### src/crg_pkg.sv
`default_nettype none
package crg_pkg;

  localparam int unsigned VERIFIED_DEPTH = 64;
  localparam int unsigned POS_W = 40;
  localparam int unsigned OFF_W = 16;
  localparam int unsigned CNT_W = $clog2(VERIFIED_DEPTH + 1);
  localparam int unsigned IDX_W = (VERIFIED_DEPTH > 1) ? $clog2(VERIFIED_DEPTH) : 1;
  localparam int unsigned IN_DATA_W = 3 * POS_W + 4 * OFF_W;
  localparam int unsigned OUT_DATA_W = 3 * POS_W + 3 * OFF_W;

  typedef enum logic [1:0] {
    OP_CLEAR = 2'd0,
    OP_LOAD  = 2'd1,
    OP_CAND  = 2'd2,
    OP_NONE  = 2'd3
  } op_e;

  typedef enum logic [3:0] {
    ST_IDLE,
    ST_BRK_SUB,
    ST_BRK_CMP,
    ST_SK_RD,
    ST_SK_CMP,
    ST_CV1,
    ST_CV2,
    ST_BE_SUB,
    ST_CL_DONE,
    ST_OPEN,
    ST_PUSH
  } state_e;

  typedef struct packed {
    logic [POS_W-1:0] vbegin;
    logic [POS_W-1:0] vend;
  } vent_t;

  typedef struct packed {
    logic             en;
    logic [IDX_W-1:0] addr;
    vent_t            data;
  } vt_wr_t;

  typedef struct packed {
    logic             en;
    logic [IDX_W-1:0] addr;
  } vt_rd_t;

endpackage
`default_nettype wire

### src/crg_sub.sv
`default_nettype none
module crg_sub (
  input  wire [crg_pkg::POS_W-1:0]  a_i,
  input  wire [crg_pkg::POS_W-1:0]  b_i,
  output logic [crg_pkg::POS_W-1:0] diff_o,
  output logic                      borrow_o
);

  logic [crg_pkg::POS_W:0] full;

  // borrow set means a < b
  assign full     = {1'b0, a_i} - {1'b0, b_i};
  assign diff_o   = full[crg_pkg::POS_W-1:0];
  assign borrow_o = full[crg_pkg::POS_W];

endmodule
`default_nettype wire

### config.mk
export PLATFORM = sky130hd
export DESIGN_NAME = crg_sub
export DESIGN_NICKNAME = d
export VERILOG_FILES = /design/src/crg_pkg.sv /design/src/crg_sub.sv
export SDC_FILE = /design/constraint.sdc
export NUM_CORES = 1
export LEC_CHECK = 0
export BUFFER_PORTS_ARGS = -buffer_cell sky130_fd_sc_hd__buf_4
export CAP_MARGIN = 20
export CORE_ASPECT_RATIO = 1.75
export CORE_MARGIN = 10
export CORE_UTILIZATION = 40
export DETAILED_ROUTE_END_ITERATION = 16
export PLACE_DENSITY = 0.84
export SLEW_MARGIN = 5
export SYNTH_ARGS = -nofsm -noshare
export SYNTH_HDL_FRONTEND = slang
export SYNTH_SLANG_ARGS = --single-unit
export TNS_END_PERCENT = 20
### constraint.sdc
create_clock -name vclk -period 6.45
set_clock_uncertainty 0.05 [all_clocks]
set_input_delay 0 -clock vclk [all_inputs]
set_output_delay 0 -clock vclk [all_outputs]
set_load 0.1 [all_outputs]
# Word-level counts from Yosys, hierarchy flattened
# Index checks and enable logic that the tools add are counted.
[totals] regBits=0 input_bits=80 output_inout_bits=41 elab_cells=1
[op_classes] n_addsub=1
[ops] operator="subtractor 40 x 40 -> 41 bit" n=1

# Longest topological paths before layout
[logic_depth] word_depth=1 ltp_mapped=11 ltp_nobuf=11

# Worst setup path after synthesis
# No wires, ideal clock.
[synth_path] path_type="in2out" startpoint="input port a_i[0] in the netlist's numbering" endpoint="output port diff_o[36] in the netlist's numbering" arrival_ns=3.588 required_ns=6.400 path_slack_ns=2.812 stages=11 n_path_buf=0 path_cell_list="inv_1 ha_1 fa_1 nand2b_1 a21o_1 a311oi_2 a41o_1 o211ai_2 a211oi_4 o21ai_1 xnor2_1"
[synth_via] elab_chain_cells=1
[synth_lines] element="start: declaration" line="crg_sub.sv:3" source="input wire [crg_pkg::POS_W-1:0] a_i,"
[synth_lines] element="subtractor 40 x 40 -> 41 bit" line="crg_sub.sv:12" source="assign full = {1'b0, a_i} - {1'b0, b_i};"
[synth_lines] element="end: declaration" line="crg_sub.sv:5" source="output logic [crg_pkg::POS_W-1:0] diff_o,"
# No other way between the ends.

# Final worst setup path
[layout_path] startpoint="input port a_i[0] in the netlist's numbering" endpoint="output port diff_o[38] in the netlist's numbering"
# The elaborated chain is that of the path after synthesis.

==> out/results.tsv <==
metric	value	unit
outcome	finished clean	
final setup violating endpoints	0	
Internal Pwr Total	0.0002009	W
WL final	8.446	mm
Die X	77.46	um
Setup WS pre-CTS	3576	ps
critical path peak fanout	4	
ratio of cells with drive above 1 in the final layout	29.09	%
dpl hpwl	7.660	mm
worst hold path class	input pin to output port	
WP data arrival	2850	ps
Iter 0 DRT Violations	104	
Post-Syn Nets	472	
post-cts sizing count	0	
max-slew violation count	0	
Worst Path Required	6400	ps
synth unique cells	49	
DIE HEIGHT	120.6	um
RSZ-0062 raised after global routing	false	
Reg power frac	0	%
pwr/cell area	244.2	mW/mm^2
DRT antenna net count	0	
clock power share	0	%
Tmin final	2898	ps
via/cell ratio	5.356	
Switching Share	74.92	%
critical path class	input pin to output port	
Synth warnings	0	
starting density of the core	41.38	%
Worst setup endpoint	diff_o[38]	
Final Worst Setup Slack	3552	ps
row count	36	
Hold Vio Cnt, Final	0	
Sw Pwr	0.0006001	W
placed instance count	540	
Worst IR Drop VDD	0.1818	mV
mean area per synthesized cell	6.584	sq um
Worst Setup SP	a_i[0]	
Tcrit/Tclk final	44.94	%
Die Footprint	0.009337	sq mm
Max-Cap Viols	0	
slew of the pin with the lowest slew margin	577.9	ps
NumNets Final	587	
# fillers	574	
I/O pin total	121	
Syn Std Cell Area	0.002311	sq mm
area growth from synthesis to layout	41.96	%
IO buf count	121	
worst rel slew slack	60.47	%
initial antenna violation count	0	
post-route insts no fill	540	
total gr overflow	0	
setup bufs post-CTS	0	
Vias	2892	
GRT Total Usage	16.97	%
Remaining DRCs	0	
register area share after synthesis	0	%
FF/Latch Area	0	sq um
largest net degree at the start of global routing	9	
TNS Setup	0	ps
Leak Pwr	1.793	nW
first-pass GRT wire length	13.69	mm
Antenna diodes	0	
crit path capture type	output port	
drt pass-1 iters	4	
clock buffer count	0	
Placer Congestion	0.9591	
hold_ws	387.1	ps
Comb pwr share	100.0	%
Fmax	345.0	MHz
WL/cell	15.64	um
# hold bufs at CTS	0	
vias in the first global route	3051	
Seq cells	0	
Synth Instances	351	
core area	0.005585	sq mm
startpoint types	input pin	
==> cell usage after synthesis, types with 3 or more instances <==
| library cell | count | area (sq um) |
|---|---|---|
| o21bai_1 | 8 | 60.06 |
| a41oi_1 | 3 | 26.28 |
| a21oi_1 | 41 | 205.2 |
| ha_1 | 40 | 500.5 |
| or2_2 | 3 | 18.77 |
| a21o_1 | 13 | 97.59 |
| nand2b_1 | 5 | 31.28 |
| inv_1 | 55 | 206.5 |
| o21ai_1 | 4 | 20.02 |
| o211ai_1 | 3 | 22.52 |
| xor2_1 | 13 | 113.9 |
| and2_1 | 3 | 18.77 |
| and3_1 | 3 | 18.77 |
| nand2_1 | 30 | 112.6 |
| nor3_1 | 4 | 20.02 |
| nor2b_1 | 6 | 37.54 |
| o21ai_0 | 18 | 90.09 |
| a31oi_1 | 4 | 25.02 |
| nand3_1 | 14 | 70.07 |
| xnor2_1 | 23 | 201.4 |
| nor2_1 | 19 | 71.32 |
| nand4_1 | 3 | 18.77 |
| clkbuf_1 | 5 | 18.77 |
==> power groups by stage <==
stage               Clock [W]  Sequential [W]  Combinational [W]
floorplan                   0               0           0.000622
global placement            0               0           0.000793
detailed placement          0               0           0.000801
CTS                         0               0           0.000803
global route                0               0           0.000840
finish                      0               0           0.000801
==> layout by cell type (no fill, tap or decap), drive strengths merged, types with 2 or more instances in the layout <==
| master | instances |
|---|---|
| a41oi | 3 |
| and2 | 3 |
| nand4 | 3 |
| a21boi | 3 |
| nor2b | 6 |
| inv | 55 |
| a311oi | 2 |
| a21oi | 42 |
| o211ai | 4 |
| or2 | 3 |
| and3 | 3 |
| a21o | 13 |
| nand3 | 14 |
| xnor2 | 23 |
| buf | 121 |
| nand2b | 5 |
| a31oi | 4 |
| a221oi | 3 |
| nand2 | 30 |
| xor2 | 13 |
| ha | 40 |
| nor3 | 4 |
| a31o | 3 |
| nor2 | 20 |
| o21ai | 22 |
| o21bai | 8 |
| nand3b | 2 |
==> worst min path at each step <==
stage,slack [ps],to,cells past startpoint,from
6_report,390,diff_o[0],4,b_i[0]
5_1_grt,410,diff_o[0],4,b_i[0]
3_5_place_dp,390,diff_o[0],4,b_i[0]
2_1_floorplan,400,diff_o[0],2,b_i[0]
4_1_cts,390,diff_o[0],4,b_i[0]
3_3_place_gp,380,diff_o[0],4,b_i[0]
==> metrics by stage <==
step / power (W) / util (%) / instance area, sq um
2_1_floorplan: 0.0006217 / - / 2311
3_3_place_gp: 0.0007931 / 58.74 / 3281
3_5_place_dp: 0.0008007 / 58.74 / 3281
4_1_cts: 0.0008029 / 58.74 / 3281
5_1_grt: 0.0008395 / 58.74 / 3281
6_report: 0.0008010 / 58.74 / 3281
==> per-layer routing <==
layer	global-route usage, %	share of wire, %	vias up
met5	0	0	-
met4	4.587	3.0	0
met3	3.783	7.1	18
met2	35.08	55	123
met1	15.75	35	1302
li1	-	-	1449
==> final cells by class <==
cell class	count	area, sq um	area share [%]
inverters	55	206.4	6.293
well taps	76	95.09	2.899
multi-input cells	288	2071	63.12
repair buffers	121	908.4	27.69
==> cells by family (layout without fill, tap and decap cells) <==
group / Yosys count / count (layout) / share of synthesized area [%]
AO/OA/AOI/OAI: 116 / 116 / 33.73
XOR/XNOR: 36 / 36 / 13.64
buffers and inverters: 63 / 176 / 10.40
adder cells (fa/ha/maj): 41 / 41 / 22.52
multiplexers: 1 / 1 / 0.4332
AND/OR/NAND/NOR: 94 / 94 / 19.28
==> worst max-delay path: stages <==
cell      delay [ps]
buf_4             80
inv_1             30
ha_1             210
fa_1             390
nand2b_1         180
a21o_1           190
a311oi_2         390
a41o_1           260
o211ai_2         120
a211oi_4         310
nor2_2           100
a311oi_2         250
buf_4            330
No activity file was read; power rests on OpenSTA's default activity.
